### config.mk
export PLATFORM = sky130hd
export DESIGN_NAME = cges_sqrt_cell
export DESIGN_NICKNAME = d
export VERILOG_FILES = /design/src/rtl/cges_pkg.sv /design/src/rtl/cges_sqrt_cell.sv
export SDC_FILE = /design/constraint.sdc
export NUM_CORES = 1
export LEC_CHECK = 0
export BUFFER_PORTS_ARGS = -buffer_cell sky130_fd_sc_hd__buf_2
export CAP_MARGIN = 20
export CORE_AREA = 2 2 157 159
export CTS_BUF_LIST = sky130_fd_sc_hd__clkbuf_4 sky130_fd_sc_hd__clkbuf_8
export DETAILED_ROUTE_END_ITERATION = 16
export DIE_AREA = 0 0 159 161
export PLACE_DENSITY = 0.72
export REMOVE_ABC_BUFFERS = 1
export SLEW_MARGIN = 20
export SYNTH_ARGS = -nofsm -noshare
export SYNTH_HDL_FRONTEND = slang
export SYNTH_SLANG_ARGS = --single-unit
### constraint.sdc
create_clock -name clk -period 9 [get_ports clk]
set_input_delay 0.9 -clock clk [delete_from_list [all_inputs] [get_ports clk]]
set_output_delay 0.9 -clock clk [all_outputs]
set_load 0.01 [all_outputs]
### src/rtl/cges_pkg.sv
// ============================================================================
// cges_pkg
// Shared widths, formats, cell payloads and saturation for the central
// gravity Euler step pipeline.
// ============================================================================
package cges_pkg;

    localparam int FRAC_BITS = 32;
    localparam int Q_W       = 48;              // signed Q16.32 word
    localparam int GM_W      = 48;              // unsigned Q0.48 gm
    localparam int TS_W      = 32;              // unsigned Q0.32 time step
    localparam int ADX_W     = Q_W;             // |body - center| fits 48 bits
    localparam int DEN_W     = 2 * ADX_W + 1;   // squared distance
    localparam int GM_SHIFT  = 3 * FRAC_BITS - GM_W;
    localparam int NA_W      = GM_W + GM_SHIFT; // gm numerator width
    localparam int QA_W      = 52;              // acceleration quotient bits
    localparam int A_W       = Q_W - 1;         // saturated acceleration
    localparam int ROOT_W    = ADX_W + 1;       // floor(sqrt(d2))
    localparam int RAD_W     = 2 * ROOT_W;      // radicand, padded to pairs
    localparam int SREM_W    = ROOT_W + 3;      // sqrt remainder
    localparam int MUL_W     = 64;
    localparam int MUL_LAT   = 2;
    localparam int DATA_W    = 4 * Q_W;
    localparam int APB_DW    = 64;
    localparam int APB_AW    = 5;

    localparam logic [127:0] CLOSE_LIM =
        ((128'd1 << (2 * FRAC_BITS)) + 128'd999999) / 128'd1000000;
    localparam logic [63:0]  NEAR_LIM  = ((64'd1 << FRAC_BITS) + 64'd999) / 64'd1000;
    localparam logic [TS_W-1:0] TS_RESET = 32'd42949673;

    typedef enum logic [1:0] {
        REG_GM = 2'd0,
        REG_CX = 2'd1,
        REG_CY = 2'd2,
        REG_TS = 2'd3
    } reg_idx_t;

    // last field (px) in the lowest bits
    typedef struct packed {
        logic signed [Q_W-1:0] vy;
        logic signed [Q_W-1:0] vx;
        logic signed [Q_W-1:0] py;
        logic signed [Q_W-1:0] px;
    } body_t;

    typedef struct packed {
        logic [ADX_W-1:0] adx;
        logic [ADX_W-1:0] ady;
    } geo_t;

    typedef struct packed {
        logic near;
        logic dxn;
        logic dyn;
        logic dyp;
    } flg_t;

    typedef struct packed {
        logic signed [Q_W-1:0] vy;
        logic signed [Q_W-1:0] vx;
    } vel_t;

    typedef struct packed {
        logic [DEN_W-1:0] rem;
        logic [DEN_W-1:0] den;
        logic [QA_W-1:0]  num;
        logic [QA_W-1:0]  quo;
    } div_t;

    typedef struct packed {
        logic [RAD_W-1:0]  rad;
        logic [SREM_W-1:0] rem;
        logic [ROOT_W-1:0] root;
    } sq_t;

    function automatic logic signed [Q_W-1:0] sat_q(input logic signed [Q_W:0] v);
        logic signed [Q_W-1:0] r;
        if (v[Q_W] != v[Q_W-1])
            r = v[Q_W] ? {1'b1, {(Q_W-1){1'b0}}} : {1'b0, {(Q_W-1){1'b1}}};
        else
            r = v[Q_W-1:0];
        return r;
    endfunction

endpackage

### src/rtl/cges_sqrt_cell.sv
// ============================================================================
// cges_sqrt_cell
// One digit-by-digit square root step: bring down two radicand bits.
// ============================================================================
module cges_sqrt_cell (
    input  logic           clk,
    input  logic           en,
    input  cges_pkg::sq_t  s_in,
    output cges_pkg::sq_t  s_out
);
    import cges_pkg::*;

    logic [SREM_W-1:0] t;
    logic [SREM_W-1:0] trial;
    logic              ge;
    sq_t               q_reg;

    always_comb
    begin
        t     = {s_in.rem[SREM_W-3:0], s_in.rad[RAD_W-1:RAD_W-2]};
        trial = SREM_W'({s_in.root, 2'b01});
        ge    = t >= trial;
    end

    always_ff @(posedge clk)
    begin
        if (en)
        begin
            q_reg.rad  <= {s_in.rad[RAD_W-3:0], 2'b00};
            q_reg.rem  <= ge ? (t - trial) : t;
            q_reg.root <= {s_in.root[ROOT_W-2:0], ge};
        end
    end

    assign s_out = q_reg;

endmodule

-- After elaboration in Yosys (flattened, before gate mapping)
Cells that the tools add are included.
- register bits after elaboration: 197
- input port bits: 201
- output and inout port bits: 199
- word-level logic and storage cells: 6
- $add $sub $neg: 1
- magnitude comparators: 1
- multiplexer cells: 1
- operators with widths (kind ; number):
    greater-or-equal comparator 52 x 51 -> 1 bit ; 1
    2-to-1 mux 52 bit ; 1
    subtractor 52 x 51 -> 52 bit ; 1

-- Longest topological paths before layout
Gate-level depths: netlist of run 1.
- word-level depth: 2
- mapped depth: 12
- depth with buffers taken out: 10

-- Least setup slack after synthesis of run 1
OpenSTA, ideal clock, no wires.
- kind: input port to flip-flop
- from: input port s_in[7] (netlist name)
- to: register q_reg, in the netlist s_out[53] (data pin)
- library setup time: 0.260 ns
- arrival: 3.268 ns
- data required time: 8.740 ns
- setup slack: 5.471 ns
- stages on the path: 11
- path through: inv_1 > ha_1 > a21oi_1 > nor2_1 > a2111oi_4 > o31ai_2 > a2111o_1 > and3_4 > nor2_8 > buf_12 > mux2_4
- longest elaborated chain between the ends: 2
- ends and longest elaborated chain (item ; line ; source):
    from (decl) ; cges_sqrt_cell.sv:8 ; input cges_pkg::sq_t s_in,
    greater-or-equal comparator 52 x 51 -> 1 bit ; cges_sqrt_cell.sv:22 ; ge = t >= trial;
    2-to-1 mux 52 bit ; cges_sqrt_cell.sv:30 ; q_reg.rem <= ge ? (t - trial) : t;
    to (decl) ; cges_sqrt_cell.sv:16 ; sq_t q_reg;
Every way passes these cells.
A chain may end at the register's enable or synchronous reset.

-- Worst setup path in the final report of run 1
- from: input port s_in[16] (netlist name)
- to: register q_reg, in the netlist s_out[52] (data pin)
The elaborated chain is that of the path after synthesis.

==> impl_metrics.py, run 1 <==
metrics = {
    "cts": {
        "clkSinkCount": 197,
        "clk_pin_slew_ps": 130,
        "cts_tree": "built",
        "cts-htree-levels": 4,
        "cts-buffers-inserted": 17,
        "ctsResizeCount": 0,
        "cts_max_path_buffers": 2,
        "cts_hold_buf": 0,
        "postCtsSetupBuffers": 0,
        "root_buffer": "clkbuf_8",
    },
    "placement": {
        "portBuffers": 395,
        "dp_hpwl_um": 22800,
        "post-place-ws_ps": 4280,
        "placed_cells": 1471,
        "place_congestion": 0.851,
    },
    "yosys": {
        "synthDistinctLibCells": 79,
        "synth_edf_count": 197,
        "synth_area_leaders": "edfxtp_1, ha_1, mux2_4, a21oi_1, inv_1",
        "synth_cells": 780,
        "synthArstFlopShare_pct": 0,
        "synth_top_area_share_pct": 57.8,
        "syn_avg_cell_area_sq_um": 13.1,
        "ys_seq_area_share_pct": 57.8,
        "yosysWarningCount": 0,
        "syn-cell-area_sq_um": 10200,
        "post-synth-top-area-cell": "edfxtp_1",
        "synth_flop_cell": "edfxtp_1",
        "ys_seq_elements": 197,
    },
    "final_layout": {
        "largest_reg_flops": 197,
        "syn2layout_area_growth_pct": 25.6,
        "instances_no_fill": 1503,
        "drive_above_1_share_pct": 42.0,
        "n_fill_cell": 2141,
        "post-route-util_pct": 53.7,
        "nets": 1418,
        "diodes": 0,
    },
    "setup_path": {
        "cp-startpoint": "s_in[16]",
        "worstSetupStartpointType": "input port",
        "critPathKind": "input port to register",
        "arrival_ps": 4400,
        "required_ps": 9230,
        "critPathCaptureType": "register",
        "critPathMaxFanout": 30,
    },
    "job": {
        "maxCapViolations": 0,
    },
    "sta": {
        "slew_violations": 0,
        "finalSetupViolCount": 0,
        "min_period_ps": 4170,
        "fmax_mhz": 240,
        "hold-worst-slack_ps": 584,
        "finalCritPeriodShare_pct": 46.4,
        "max-slew-margin-rel_pct": 31.9,
        "fin_ws_ps": 4830,
        "worst_slew_pin_slew_ps": 1020,
        "hold_viol": 0,
        "setup_tns_ps": 0,
        "grt_setup_unrepaired": "false",
    },
    "grt": {
        "grt_first_pass_wirelength_um": 43300,
        "grt_overflow": 0,
        "grt_max_degree": 117,
        "antenna_found_initial": 7,
        "track_usage_pct": 22.1,
        "grt_pass1_vias": 7681,
    },
    "pwr": {
        "p_leak_nw": 5.67,
        "peakVddDrop_uv": 66.6,
        "p_per_area_nw_per_um2": 180,
    },
    "die": {
        "rows": 57,
        "chipHeight_um": 161,
        "pin_count": 400,
        "dieArea_sq_um": 25600,
        "die_width_um": 159,
        "core_area_sq_um": 24000,
        "initial_utilization_pct": 42.7,
    },
    "detailed_routing": {
        "vias": 7767,
        "wl_um": 29100,
        "drt_pass1_iterations": 7,
        "route.detailed.drc": 0,
        "drtIter0Drc": 599,
        "via_per_inst": 5.17,
        "antenna_left": 0,
        "wl_per_cell_um": 19.4,
    },
    "run_status": {
        "status": "completed",
    },
    "min_path": {
        "worstHoldStart": "s_in[156]",
        "hp-class": "input port to register",
    },
}
==> through the flow <==
step | total power, mW | cell area, sq um
final | 2.32 | 12900
after floorplan | 1.50 | 10000
after detailed placement | 1.73 | 12400
after global routing | 2.42 | 12900
after CTS | 2.34 | 12900
after global placement | 1.72 | 12400
==> routing by layer <==
layer | wire (um) | vias up | share of wire, % | track usage [%]
li1 | - | 3715 | - | -
met1 | 11400 | 3699 | 39 | 25.7
met2 | 14800 | 293 | 51 | 39.0
met3 | 2110 | 48 | 7.3 | 6.29
met4 | 795 | 12 | 2.7 | 8.26
met5 | 82 | - | 0.28 | 0
==> logic make-up after synthesis <==
group                      synth area share [%]
AOI/OAI and AO/OA                          12.7
xor gates and xnor gates                   3.93
adders and majority gates                  6.23
buffers and inverters                      4.56
DFF                                        57.8
muxes                                      6.33
other                                    0.0366
and+or+nand+nor                            8.43
==> where the power goes <==
part | internal [mW] | switching [mW]
sequential | 1.12 | 0.0199
combinational | 0.248 | 0.313
clock | 0.220 | 0.395
total | 1.59 | 0.729
==> synth_stat cells, drive strengths merged (2+ instances only) <==
cell     instances
o41ai            2
nand4           24
nand2           46
nor3            10
edfxtp         197
mux2            41
o221a            2
and2             3
o221ai           3
mux2i            4
o211a            2
a2111oi          5
nand2b           2
a311oi           2
o32ai            3
or3              7
o21ai           34
nor2            35
o211ai           8
nand3           15
a21oi           54
ha              51
xor2            20
o31ai            6
a2111o           2
a221oi           2
nor4             4
o21a            11
buf             14
a31oi            2
o21bai           9
xnor2           26
o2111ai          2
inv             65
a211oi           5
nor2b            4
a21o            16
and3             6
clkbuf          17
or2              3
==> critical path, stage by stage <==
cell and delay, ps:
buf_2 100, inv_1 40, ha_1 400, a21oi_2 260, nand2_1 100, a221oi_2 280, and3b_1 260, a2111o_1 410
and3_4 190, nor2_8 430, buf_4 590, mux2_2 400
==> cell type report <==
cell class | count | area [sq um] | share of cell area (%)
multi-input combinational | 488 | 3860 | 30.0
sequential | 197 | 5920 | 46.0
tap | 324 | 405 | 3.15
clock inverter | 15 | 196 | 1.53
clock buffer | 17 | 234 | 1.82
timing repair buffer | 397 | 2000 | 15.6
inverter | 65 | 244 | 1.90
==> cells in the final DEF (no fill, tap or decap), types with 6 or more instances in the layout <==
cell type	Yosys	routed
edfxtp_1	197	197
mux2_4	39	39
a21o_1	16	16
buf_2	2	394
xnor2_1	26	26
xor2_1	20	20
or3_1	6	6
o21ai_0	32	32
nand2_1	46	46
nand3_1	15	15
o21a_1	11	11
nor3_1	10	10
a21oi_1	51	51
o211ai_1	7	7
nor2_1	33	33
nand4_1	23	23
ha_1	51	51
inv_1	65	65
clkinv_8	0	6
o21bai_1	9	9
clkbuf_8	0	18
==> path summary, 6_finish.rpt <==
path                          to  slack (ps)  cells after the start
worst max-delay path   s_out[52]        4830                     12
worst min-delay path  s_out[158]         580                      1
(Power assumes the default switching activity.)
==> inputs of run 2 (changes only) <==
ABC_AREA = 1   (was not set)
CORE_AREA = 2 2 155 157   (was 2 2 157 159)
DIE_AREA = 0 0 157 159   (was 0 0 159 161)
PLACE_DENSITY = 0.78   (was 0.72)
clock period = 4 ns   (was 9 ns; I/O delays follow)
==> impl_metrics.py, run 2 <==
metrics = {
    "setup_path": {
        "critPathMaxFanout": 31,
        "crit_chain": "buf_2 -> inv_1 -> ha_1 -> nand2_1 -> inv_1 -> a21oi_1 -> nand2_1 -> nand2_1 -> nand2_1 -> nand2_1 -> nand3_4 -> inv_2 -> buf_4 -> nand2_1 -> nand2_1",
        "crit_path_frequent_cell": "nand2_1",
        "worst-path-buf-inv": 5,
        "worstSetupStartpointType": "input port",
        "critPathCaptureType": "register",
        "arrival_ps": 2830,
        "worst_path_max_delay_cell": "inv_2",
        "cp_slowest_stage_delay_ps": 390,
        "critPathKind": "input port to register",
        "crit_family": "buffers and inverters",
        "required_ps": 4370,
    },
    "cts": {
        "cts_hold_buf": 0,
        "ctsResizeCount": 0,
        "cts-htree-levels": 4,
        "clk_pin_slew_ps": 130,
        "cts-buffers-inserted": 17,
        "cts_tree": "built",
        "cts_max_path_buffers": 2,
        "postCtsSetupBuffers": 0,
        "clkSinkCount": 197,
        "root_buffer": "clkbuf_8",
    },
    "yosys": {
        "syn-cell-area_sq_um": 11300,
        "synthDistinctLibCells": 32,
        "synth_cells": 1356,
        "ys_seq_elements": 197,
        "synthArstFlopShare_pct": 0,
        "yosysMostFrequentCell": "nand2_1",
        "synth_flop_cell": "edfxtp_1",
        "synth.top_cells.by_count": "nand2_1, inv_1, edfxtp_1",
        "synth_area_leaders": "edfxtp_1, nand2_1, inv_1, ha_1, nor2_1",
        "syn_avg_cell_area_sq_um": 8.35,
        "post-synth-top-area-cell": "edfxtp_1",
        "synth_top_area_share_pct": 52.3,
        "synth_edf_count": 197,
        "yosysWarningCount": 0,
        "ys_seq_area_share_pct": 52.3,
    },
    "sta": {
        "fin_ws_ps": 1530,
        "finalCritPeriodShare_pct": 61.7,
        "max-slew-margin-rel_pct": 57.0,
        "slew_violations": 0,
        "grt_setup_unrepaired": "false",
        "finalSetupViolCount": 0,
        "hold_viol": 0,
        "fmax_mhz": 405,
        "setup_tns_ps": 0,
        "worst_slew_pin_slew_ps": 645,
        "min_period_ps": 2470,
    },
    "placement": {
        "place_congestion": 0.970,
        "dp_hpwl_um": 30300,
        "portBuffers": 395,
        "post-place-ws_ps": 1010,
    },
    "detailed_routing": {
        "vias": 10200,
        "antenna_left": 0,
        "via_per_inst": 4.83,
        "drtIter0Drc": 712,
        "wl_per_cell_um": 17.4,
        "wl_um": 36600,
        "drt_pass1_iterations": 5,
        "route.detailed.drc": 0,
    },
    "grt": {
        "grt_overflow": 0,
        "grt_max_degree": 82,
        "antenna_found_initial": 3,
        "grt_pass1_vias": 9797,
        "track_usage_pct": 29.3,
        "grt_first_pass_wirelength_um": 54400,
    },
    "job": {
        "maxCapViolations": 0,
    },
    "die": {
        "initial_utilization_pct": 48.8,
        "core_area_sq_um": 23200,
        "die_width_um": 157,
        "rows": 56,
        "chipHeight_um": 159,
        "dieArea_sq_um": 25000,
        "pin_count": 400,
    },
    "final_layout": {
        "drive_above_1_share_pct": 26.3,
        "largest_reg_flops": 197,
        "syn2layout_area_growth_pct": 24.8,
        "final_cell_mix": "nand2_1, buf_2, inv_1",
        "final_common_cell": "nand2_1",
        "nets": 2019,
    },
    "run_status": {
        "status": "completed",
    },
    "min_path": {
        "hp-class": "input port to register",
    },
    "pwr": {
        "peakVddDrop_uv": 201,
        "p_leak_nw": 7.35,
        "p_per_area_nw_per_um2": 374,
    },
}
## run 2: cell types whose count changed after synthesis, sizes merged, moves of 15 or more
cell / before / now
clkbuf: 17 / 2
mux2: 41 / 0
inv: 65 / 291
nand2: 46 / 509
nand3: 15 / 60
nor2: 35 / 97
a21oi: 54 / 30
## run 2: final timing paths
| kind | from | to | slack [ps] | cells past startpoint |
|---|---|---|---|---|
| hold / removal | s_in[159] | s_out[161] | 60 | 1 |
| setup / recovery | s_in[25] | s_out[85] | 1530 | 15 |
## run 2: logic make-up after synthesis
family                   Yosys count  synth area share (%)
XOR/XNOR                          30                  2.32
AND/OR/NAND/NOR                  700                  25.4
buffers and inverters            303                  10.5
adder cells (fa/ha/maj)           51                  5.64
other                              1                0.0331
flip-flops                       197                  52.3
AO/OA/AOI/OAI                     74                  3.84
## run 2: area by class of cell
class | instances | area (sq um)
inverters | 291 | 1090
fillers | 2106 | 9070
flip-flops and latches | 197 | 5920
clock buffers | 18 | 241
diodes | 4 | 10.0
multi-input cells | 857 | 4220
well taps | 319 | 399
clock inverters | 14 | 188
repair buffers | 403 | 2060
## run 2: stage by stage
step	power (mW)	area, sq um	instances	util, %	hold slack (ps)
floorplan	3.33	11200	1345	-	499
global placement	3.90	13700	2067	59.0	577
detailed placement	3.92	13700	2067	59.0	578
CTS	5.31	14100	2099	60.9	40.1
global route	5.53	14100	2099	60.9	41.8
finish	5.28	14100	2103	60.9	64.6
## run 2: metal layers
layer	global-route usage, %	up-vias	share of wire (%)
li1	-	5064	-
met1	36.1	4616	39
met2	49.2	415	48
met3	7.87	65	9.9
met4	10.8	2	3.2
met5	0	-	0.035
## run 2: where the power goes
part | total (mW) | switching, mW | leakage [nW] | internal (mW)
Combinational | 1.31 | 0.837 | 5.21 | 0.475
Sequential | 2.56 | 0.0484 | 1.93 | 2.51
Clock | 1.41 | 0.897 | 0.216 | 0.510
