## config.mk

```make
export PLATFORM = sky130hd
export DESIGN_NAME = cges_div_cell
export DESIGN_NICKNAME = d
export VERILOG_FILES = /design/src/rtl/cges_pkg.sv /design/src/rtl/cges_div_cell.sv
export SDC_FILE = /design/constraint.sdc
export NUM_CORES = 1
export LEC_CHECK = 0
export ABC_AREA = 0
export BUFFER_PORTS_ARGS = -buffer_cell sky130_fd_sc_hd__clkbuf_2
export CAP_MARGIN = 10
export CORE_AREA = 2 2 235 237
export DETAILED_ROUTE_END_ITERATION = 7
export DIE_AREA = 0 0 237 239
export GPL_ROUTABILITY_DRIVEN = 0
export PLACE_DENSITY = 0.58
export SLEW_MARGIN = 20
export SYNTH_ARGS = -nofsm -noshare
export SYNTH_HDL_FRONTEND = slang
export SYNTH_SLANG_ARGS = --single-unit
```

## constraint.sdc

```tcl
create_clock -name clk -period 4.1 [get_ports clk]
set_input_delay 0.82 -clock clk [delete_from_list [all_inputs] [get_ports clk]]
set_output_delay 0.82 -clock clk [all_outputs]
set_load 0.05 [all_outputs]
```

## src/rtl/cges_pkg.sv

```systemverilog
// ============================================================================
// cges_pkg
// Shared widths, formats, cell payloads and saturation for the central
// gravity Euler step pipeline.
// ============================================================================
package cges_pkg;

    localparam int FRAC_BITS = 32;
    localparam int Q_W       = 48;              // signed Q16.32 word
    localparam int GM_W      = 48;              // unsigned Q0.48 gm
    localparam int TS_W      = 32;              // unsigned Q0.32 time step
    localparam int ADX_W     = Q_W;             // |body - center| fits 48 bits
    localparam int DEN_W     = 2 * ADX_W + 1;   // squared distance
    localparam int GM_SHIFT  = 3 * FRAC_BITS - GM_W;
    localparam int NA_W      = GM_W + GM_SHIFT; // gm numerator width
    localparam int QA_W      = 52;              // acceleration quotient bits
    localparam int A_W       = Q_W - 1;         // saturated acceleration
    localparam int ROOT_W    = ADX_W + 1;       // floor(sqrt(d2))
    localparam int RAD_W     = 2 * ROOT_W;      // radicand, padded to pairs
    localparam int SREM_W    = ROOT_W + 3;      // sqrt remainder
    localparam int MUL_W     = 64;
    localparam int MUL_LAT   = 2;
    localparam int DATA_W    = 4 * Q_W;
    localparam int APB_DW    = 64;
    localparam int APB_AW    = 5;

    localparam logic [127:0] CLOSE_LIM =
        ((128'd1 << (2 * FRAC_BITS)) + 128'd999999) / 128'd1000000;
    localparam logic [63:0]  NEAR_LIM  = ((64'd1 << FRAC_BITS) + 64'd999) / 64'd1000;
    localparam logic [TS_W-1:0] TS_RESET = 32'd42949673;

    typedef enum logic [1:0] {
        REG_GM = 2'd0,
        REG_CX = 2'd1,
        REG_CY = 2'd2,
        REG_TS = 2'd3
    } reg_idx_t;

    // last field (px) in the lowest bits
    typedef struct packed {
        logic signed [Q_W-1:0] vy;
        logic signed [Q_W-1:0] vx;
        logic signed [Q_W-1:0] py;
        logic signed [Q_W-1:0] px;
    } body_t;

    typedef struct packed {
        logic [ADX_W-1:0] adx;
        logic [ADX_W-1:0] ady;
    } geo_t;

    typedef struct packed {
        logic near;
        logic dxn;
        logic dyn;
        logic dyp;
    } flg_t;

    typedef struct packed {
        logic signed [Q_W-1:0] vy;
        logic signed [Q_W-1:0] vx;
    } vel_t;

    typedef struct packed {
        logic [DEN_W-1:0] rem;
        logic [DEN_W-1:0] den;
        logic [QA_W-1:0]  num;
        logic [QA_W-1:0]  quo;
    } div_t;

    typedef struct packed {
        logic [RAD_W-1:0]  rad;
        logic [SREM_W-1:0] rem;
        logic [ROOT_W-1:0] root;
    } sq_t;

    function automatic logic signed [Q_W-1:0] sat_q(input logic signed [Q_W:0] v);
        logic signed [Q_W-1:0] r;
        if (v[Q_W] != v[Q_W-1])
            r = v[Q_W] ? {1'b1, {(Q_W-1){1'b0}}} : {1'b0, {(Q_W-1){1'b1}}};
        else
            r = v[Q_W-1:0];
        return r;
    endfunction

endpackage

```

## src/rtl/cges_div_cell.sv

```systemverilog
// ============================================================================
// cges_div_cell
// One restoring division step: shift in a numerator bit, subtract if it fits.
// ============================================================================
module cges_div_cell (
    input  logic            clk,
    input  logic            en,
    input  cges_pkg::div_t  d_in,
    output cges_pkg::div_t  d_out
);
    import cges_pkg::*;

    logic [DEN_W:0] trial;
    logic [DEN_W:0] diff;
    logic           ge;
    div_t           q_reg;

    always_comb
    begin
        trial = {d_in.rem, d_in.num[QA_W-1]};
        diff  = trial - {1'b0, d_in.den};
        ge    = trial >= {1'b0, d_in.den};
    end

    always_ff @(posedge clk)
    begin
        if (en)
        begin
            q_reg.rem <= ge ? diff[DEN_W-1:0] : trial[DEN_W-1:0];
            q_reg.den <= d_in.den;
            q_reg.num <= {d_in.num[QA_W-2:0], 1'b0};
            q_reg.quo <= {d_in.quo[QA_W-2:0], ge};
        end
    end

    assign d_out = q_reg;

endmodule

```

### Word-level counts from Yosys, hierarchy flattened

Index checks and enable logic that the tools add are counted.
Widths: inputs -> output; s select.

| word-level totals | value |
|---|---|
| output and inout bits | 298 |
| word-level logic and storage cells | 7 |
| bits in registers | 297 |
| input bits | 300 |

| cells by class | value |
|---|---|
| multiplexer cells | 1 |
| $lt $le $gt $ge | 1 |
| add/subtract/negate cells | 1 |

Operator list:

| cell | count |
|---|---|
| $ge 98x97->1 | 1 |
| $mux 97 | 1 |
| $sub 97x97->97 | 1 |

### Depth between registers and ports, before layout

Gate-level depths: netlist (run 1).

| depth | value |
|---|---|
| depth after elaboration | 2 |
| gate-level depth with buffers | 17 |

### Worst setup path after synthesis (run 1)

No wires, ideal clock.

| timing path | value |
|---|---|
| path kind | input to register |
| start point | in d_in[103] (netlist bit) |
| end point | reg q_reg (netlist bit d_out[285]) (data pin) |
| arrival time | 3.560 ns |
| buffers on the path | 1 |
| stages on the path | 15 |
| slack | 0.278 ns |
| cell sequence | inv_1 -> ha_1 -> inv_1 -> fa_1 -> a21o_1 -> a221oi_2 -> o221a_1 -> o211ai_2 -> nand4b_1 -> a2111o_1 -> a21oi_2 -> nor3_4 -> inv_6 -> buf_6 -> mux2_1 |

| on the way | value |
|---|---|
| word-level cells in the longest chain between the ends | 2 |
| elaborated cells between the ends (all ways) | 3 |
| those cells by class | add/sub: 1; order compare: 1; mux: 1 |

Ends and longest elaborated chain:

| element | RTL line | text |
|---|---|---|
| from (decl) | cges_div_cell.sv:8 | `input cges_pkg::div_t d_in,` |
| $sub 97x97->97 / $ge 98x97->1 (equally long branches) | cges_div_cell.sv:21, cges_div_cell.sv:22 |  |
| $mux 97 * | cges_div_cell.sv:29 | `q_reg.rem <= ge ? diff[DEN_W-1:0] : trial[DEN_W-1:0];` |
| to (decl) | cges_div_cell.sv:16 | `div_t q_reg;` |

Every way passes the cells marked *; elsewhere a longest branch is shown, timed or not.
A chain may end at the register's enable or synchronous reset.

### Final worst setup path (run 1)

| timing path | value |
|---|---|
| start point | in d_in[142] (netlist bit) |
| end point | reg q_reg (netlist bit d_out[290]) (data pin) |

The elaborated chain is that of the path after synthesis.

==> results of run 1 <==
[metal layers]
| metal | global-route usage, % | vias up | wire length (µm) |
|---|---|---|---|
| met3 | 5.785 | 110 | 5002 |
| met5 | 0 | - | 92 |
| met2 | 35.46 | 585 | 29720 |
| met4 | 7.518 | 14 | 1821 |
| met1 | 24.72 | 7173 | 24640 |
| li1 | - | 7346 | - |
[worst max-delay path by stage]
stage                          from                   end  slack [ps]  cells after the start
final                     d_in[142]  d_out[290]$_DFFE_PP_         260                     16
after detailed placement  d_in[103]  d_out[238]$_DFFE_PP_        -380                     17
after CTS                 d_in[103]  d_out[238]$_DFFE_PP_         190                     17
after global placement    d_in[103]  d_out[238]$_DFFE_PP_        -350                     17
after global routing      d_in[142]  d_out[242]$_DFFE_PP_           8                     18
after floorplan           d_in[103]  d_out[285]$_DFFE_PP_         280                     15
[timing repair]
| item | CTS | global route |
|---|---|---|
| buffers inserted | 0 | 3 |
| endpoints found under the setup margin | 0 | 10 |
| resized for setup | 0 | 3 |
[report_power, final]
| part | internal [mW] | total (mW) | switching, mW |
|---|---|---|---|
| clock network | 1.76 | 3.04 | 1.28 |
| registers | 3.74 | 3.84 | 0.0984 |
| logic | 1.05 | 3.37 | 2.32 |
| total | 6.55 | 10.2 | 3.70 |
[metrics by stage]
| step | cells | util [%] | hold slack (ps) | total power, mW | TNS (ps) |
|---|---|---|---|---|---|
| after detailed placement | 3023 | 40.66 | 998.7 | 7.256 | -28700 |
| after global placement | 3023 | 40.66 | 998.9 | 7.231 | -24990 |
| after CTS | 3082 | 42.66 | 408.8 | 10.34 | 0 |
| after global routing | 3092 | 42.77 | 425.7 | 10.66 | 0 |
| after floorplan | 1555 | - | 918.9 | 6.070 | 0 |
| final | 3092 | 42.77 | 441.4 | 10.25 | 0 |
[layout by cell type, fill, tap and decap left out, drive strengths merged, types with 7 or more instances in the layout]
cell type  count
diode          7
nand4         39
a21oi        194
o21ai         80
a211oi        14
clkinv        15
a31oi         13
and3           8
o21bai        22
ha            97
inv          135
mux2           8
and2          10
o21a          13
xor2          35
xnor2         46
nor3          26
clkbuf       631
nand2b        14
o31ai         10
nor2b          9
edfxtp       297
nor2         132
a21o          54
buf          242
nand2        117
nand3         21
[final cells by class]
cell class | count | area, µm²
clock buffers | 37 | 883.3
diodes | 7 | 17.52
flip-flops and latches | 297 | 8919
clock inverters | 22 | 203.9
fillers | 5262 | 31100
well taps | 704 | 880.8
inverters | 133 | 504.2
repair buffers | 836 | 4885
multi-input cells | 1056 | 6948
[critical path, delay by kind of cell]
family | cells | cell delay (ps)
AOI/OAI and AO/OA | 9 | 2010
buffers and inverters | 5 | 710
adders and majority gates | 1 | 380
xor gates and xnor gates | 1 | 220
[logic make-up (layout without fill, tap and decap cells)]
| kind of cell | after synthesis | count (layout) | synth area share, % |
|---|---|---|---|
| AOI/OAI and AO/OA | 458 | 458 | 17.60 |
| and+or+nand+nor | 410 | 410 | 11.62 |
| DFF | 297 | 297 | 53.29 |
| buffers and inverters | 202 | 1028 | 5.323 |
| adders and majority gates | 98 | 98 | 7.371 |
| xor gates and xnor gates | 81 | 81 | 4.239 |
| muxes | 8 | 8 | 0.5382 |
| other | 1 | 8 | 0.02241 |
==> flow_summary.json, run 1 <==
{
  "die_x_um": 237,
  "crit_chain": "clkbuf_2 -> inv_1 -> ha_1 -> a21o_1 -> a21o_1 -> a221oi_1 -> o21ai_0 -> buf_4 -> a221oi_1 -> o31ai_1 -> buf_4 -> a41o_1 -> buf_4 -> a31oi_1 -> xor2_1 -> a21oi_2",
  "arrival_ps": 4150,
  "cts_buffer_depth": 3,
  "synth_top_cell_area_share_pct": 53.29,
  "ctsHoldBuffers": 0,
  "antenna_found_initial": 14,
  "avgSynthCellArea_um2": 10.76,
  "crit_type": "in -> reg",
  "run_status": "completed",
  "grt_pass1_wl_um": 89230,
  "setup_slack_ps": 258.6,
  "fp.dieArea_mm2": 0.05664,
  "whs_path_depth": 1,
  "largest_reg_flops": 297,
  "vias_per_cell": 4.925,
  "coreArea_mm2": 0.05434,
  "period_minus_slack_ps": 3841,
  "die_h_um": 239,
  "setup_viol": 0,
  "ys_types": 75,
  "hold_class": "in -> reg",
  "wl_per_cell_um": 19.82,
  "crit_path_frequent_cell": "buf_4",
  "max-slew-margin-rel_pct": 41.72,
  "synth_edf_count": 297,
  "max_stage_delay_ps": 400,
  "syn_area_mm2": 0.01674,
  "drcViolationCount": 0,
  "cp-end-kind": "flip-flop",
  "dp_hpwl_um": 50380,
  "synthCells": 1555,
  "cp_slowest_cell": "a221oi_1",
  "cts.sinks": 297,
  "cts_buffers": 35,
  "drv_slew": 0,
  "rows": 86,
  "clock.fmax_mhz": 260.3,
  "synthesis.nets": 1953,
  "tightest_slew_ps": 874.3,
  "synthToLayoutAreaGrowth_pct": 38.86,
  "hold_end": "d_out[76]$_DFFE_PP_",
  "grt_pass1_vias": 15320,
  "synth.most_common_cell": "edfxtp_1",
  "crit_path_max_fanout": 5,
  "post-route-cell-area_mm2": 0.02324,
  "period_share_pct": 93.69,
  "crit_required_ps": 4410,
  "drt_iter0_drc": 862,
  "place_ws_ps": -378.8,
  "leakagePower_nw": 10.70,
  "layout-drive-gt1-share_pct": 39.44,
  "ir_drop_uv": 301.2,
  "io_buffers": 595,
  "first_pass_iters": 5,
  "htreeDepth": 2,
  "vias": 15230,
  "async_reset_ff_share_pct": 0,
  "hold_viol_final": 0,
  "yosysTopAreaCell": "edfxtp_1",
  "io_pins": 598,
  "power_density_mw_per_mm2": 440.9,
  "grt-ovfl-total": 0,
  "cp-start-kind": "input pin",
  "grt.total_usage_pct": 20.67,
  "start_util_pct": 30.80,
  "grt_max_degree": 97,
  "hold_start": "d_in[75]",
  "synth-main-ff-cell": "edfxtp_1",
  "synthTopCellsByArea": "edfxtp_1 53%, ha_1 7.3%, a21oi_1 5.2%",
  "placed_area_mm2": 0.02209,
  "yosysWarnings": 0,
  "ys_ff_latch": 297,
  "ant_nets": 0,
  "path_clk_slew_ps": 60,
  "wl_um": 61270,
  "yosysSeqAreaShare_pct": 53.29,
  "maxCapViolCount": 0,
  "root_buffer": "clkbuf_16",
  "rsz0062_at_grt": "false",
  "fin_nets": 2757,
  "synthTopCellsByCount": "297 x edfxtp_1, 173 x a21oi_1, 132 x inv_1, 132 x nor2_1, 117 x nand2_1",
  "cts_tree": "built"
}
No activity file was read; power rests on OpenSTA's default activity.
==> inputs of run 2 (changes only) <==
- RECOVER_POWER: default -> 50
- SKIP_CTS_REPAIR_TIMING: default -> 1
==> run 2 against run 1 <==
  * The run now ends with max-capacitance violations, max-slew violations left
  * Die area unchanged
  * Cell count stayed put
  * Power decreased by 0.11%
  * Worst hold slack about the same
  * Clock-buffer cell count unchanged
==> flow_summary.json, run 2 (synthesized netlist as in run 1, its figures left out) <==
{
  "run_status": "finished, violations left",
  "violations": "max-capacitance violations, max-slew violations",
  "cts_tree": "built",
  "whs_path_depth": 1,
  "multi_input_comb_area_mm2": 0.006948,
  "hold_class": "in -> reg",
  "leakagePower_nw": 10.39,
  "cp-start-kind": "input pin",
  "final_cell_mix": "501 x clkbuf_2, 297 x edfxtp_1, 233 x buf_4",
  "root_buffer": "clkbuf_16",
  "dp_hpwl_um": 50380,
  "period_share_pct": 93.99,
  "cp-end-kind": "flip-flop",
  "path_clk_slew_ps": 60,
  "wl_um": 61260,
  "met1_usage_pct": 24.72,
  "drv_slew": 97,
  "setup_slack_ps": 246.2,
  "coreArea_mm2": 0.05434,
  "seq_area_mm2": 0.008919,
  "drt_iter0_drc": 981,
  "clock.fmax_mhz": 259.5,
  "max_stage_delay_ps": 400,
  "power_density_mw_per_mm2": 443.8,
  "rows": 86,
  "cp_slowest_cell": "a221oi_1",
  "utilization_pct": 42.44,
  "layout-drive-gt1-share_pct": 35.41,
  "hold_viol_final": 0,
  "fin_nets": 2757,
  "cts.sinks": 297,
  "crit_path_frequent_cell": "buf_4",
  "htreeDepth": 2,
  "grt_max_degree": 97,
  "layout_commonest_cell": "clkbuf_2",
  "wl_per_cell_um": 19.81,
  "top_usage_layer": "met2",
  "use_met3_pct": 5.785,
  "vias_per_cell": 4.933,
  "grt-ovfl-total": 0,
  "path_delay_family": "compound AO/OA/AOI/OAI gates",
  "io_pins": 598,
  "start_util_pct": 30.80,
  "maxCapViolCount": 1,
  "crit_path_max_fanout": 5,
  "die_h_um": 239,
  "final_cells": 3092,
  "tightest_slew_ps": 2755,
  "crit_required_ps": 4410,
  "rsz0062_at_grt": "false",
  "antenna_found_initial": 14,
  "grt_pass1_wl_um": 89230,
  "critPathBufInv": 5,
  "arrival_ps": 4160,
  "first_pass_iters": 5,
  "grt.total_usage_pct": 20.67,
  "cts_buffers": 35,
  "fillerInstances": 5308,
  "drcViolationCount": 0,
  "ir_drop_uv": 299.6,
  "ant_nets": 0,
  "max-slew-margin-rel_pct": -83.68,
  "setup_viol": 0,
  "cts_buffer_depth": 3,
  "crit_chain": "clkbuf_2 -> inv_1 -> ha_1 -> a21o_1 -> a21o_1 -> a221oi_1 -> o21ai_0 -> buf_4 -> a221oi_1 -> o31ai_1 -> buf_4 -> a41o_1 -> buf_4 -> a31oi_1 -> xor2_1 -> a21oi_2",
  "grt.met2_usage_pct": 35.46,
  "dp_cells": 3023,
  "io_buffers": 595,
  "hold_start": "d_in[75]",
  "vias": 15250,
  "crit_type": "in -> reg",
  "synthToLayoutAreaGrowth_pct": 37.80,
  "fp.dieArea_mm2": 0.05664,
  "hold_end": "d_out[76]$_DFFE_PP_",
  "die_x_um": 237,
  "largest_reg_flops": 297,
  "place_ws_ps": -378.8,
  "crit_cells": 16,
  "grt_pass1_vias": 15320,
  "period_minus_slack_ps": 3854
}
## run 2: cell type report
cell class | count | share of cell area [%]
Clock inverter | 22 | 0.8843
Multi-Input combinational cell | 1056 | 30.13
Tap cell | 704 | 3.819
Antenna cell | 7 | 0.07595
Timing Repair Buffer | 836 | 20.41
Clock buffer | 37 | 3.830
Inverter | 133 | 2.186
Sequential cell | 297 | 38.67
## run 2: metrics by stage
stage	hold slack [ps]	TNS (ps)	instance area, µm²	total power [mW]
CTS	408.8	0	23180	10.34
global route	425.7	0	23060	10.64
global placement	998.9	-24990	22090	7.231
floorplan	918.9	0	16740	6.070
finish	441.2	0	23060	10.23
detailed placement	998.7	-28700	22090	7.256
## run 2: routing by layer
layer	up-vias	wire length, µm
met3	104	4916
met1	7231	24740
li1	7335	-
met2	570	29700
met5	-	99
met4	14	1810
## run 2: worst max-delay path by stage
stage | startpoint | to
6_report | d_in[142] | d_out[290]$_DFFE_PP_
5_1_grt | d_in[142] | d_out[242]$_DFFE_PP_
4_1_cts | d_in[103] | d_out[238]$_DFFE_PP_
3_5_place_dp | d_in[103] | d_out[238]$_DFFE_PP_
3_3_place_gp | d_in[103] | d_out[238]$_DFFE_PP_
2_1_floorplan | d_in[103] | d_out[285]$_DFFE_PP_
## run 2: report_power, final
| part | total (mW) | internal (mW) | switching, mW |
|---|---|---|---|
| Clock | 3.04 | 1.76 | 1.29 |
| Combinational | 3.35 | 1.03 | 2.32 |
| Sequential | 3.84 | 3.74 | 0.0988 |
| Total | 10.2 | 6.53 | 3.70 |
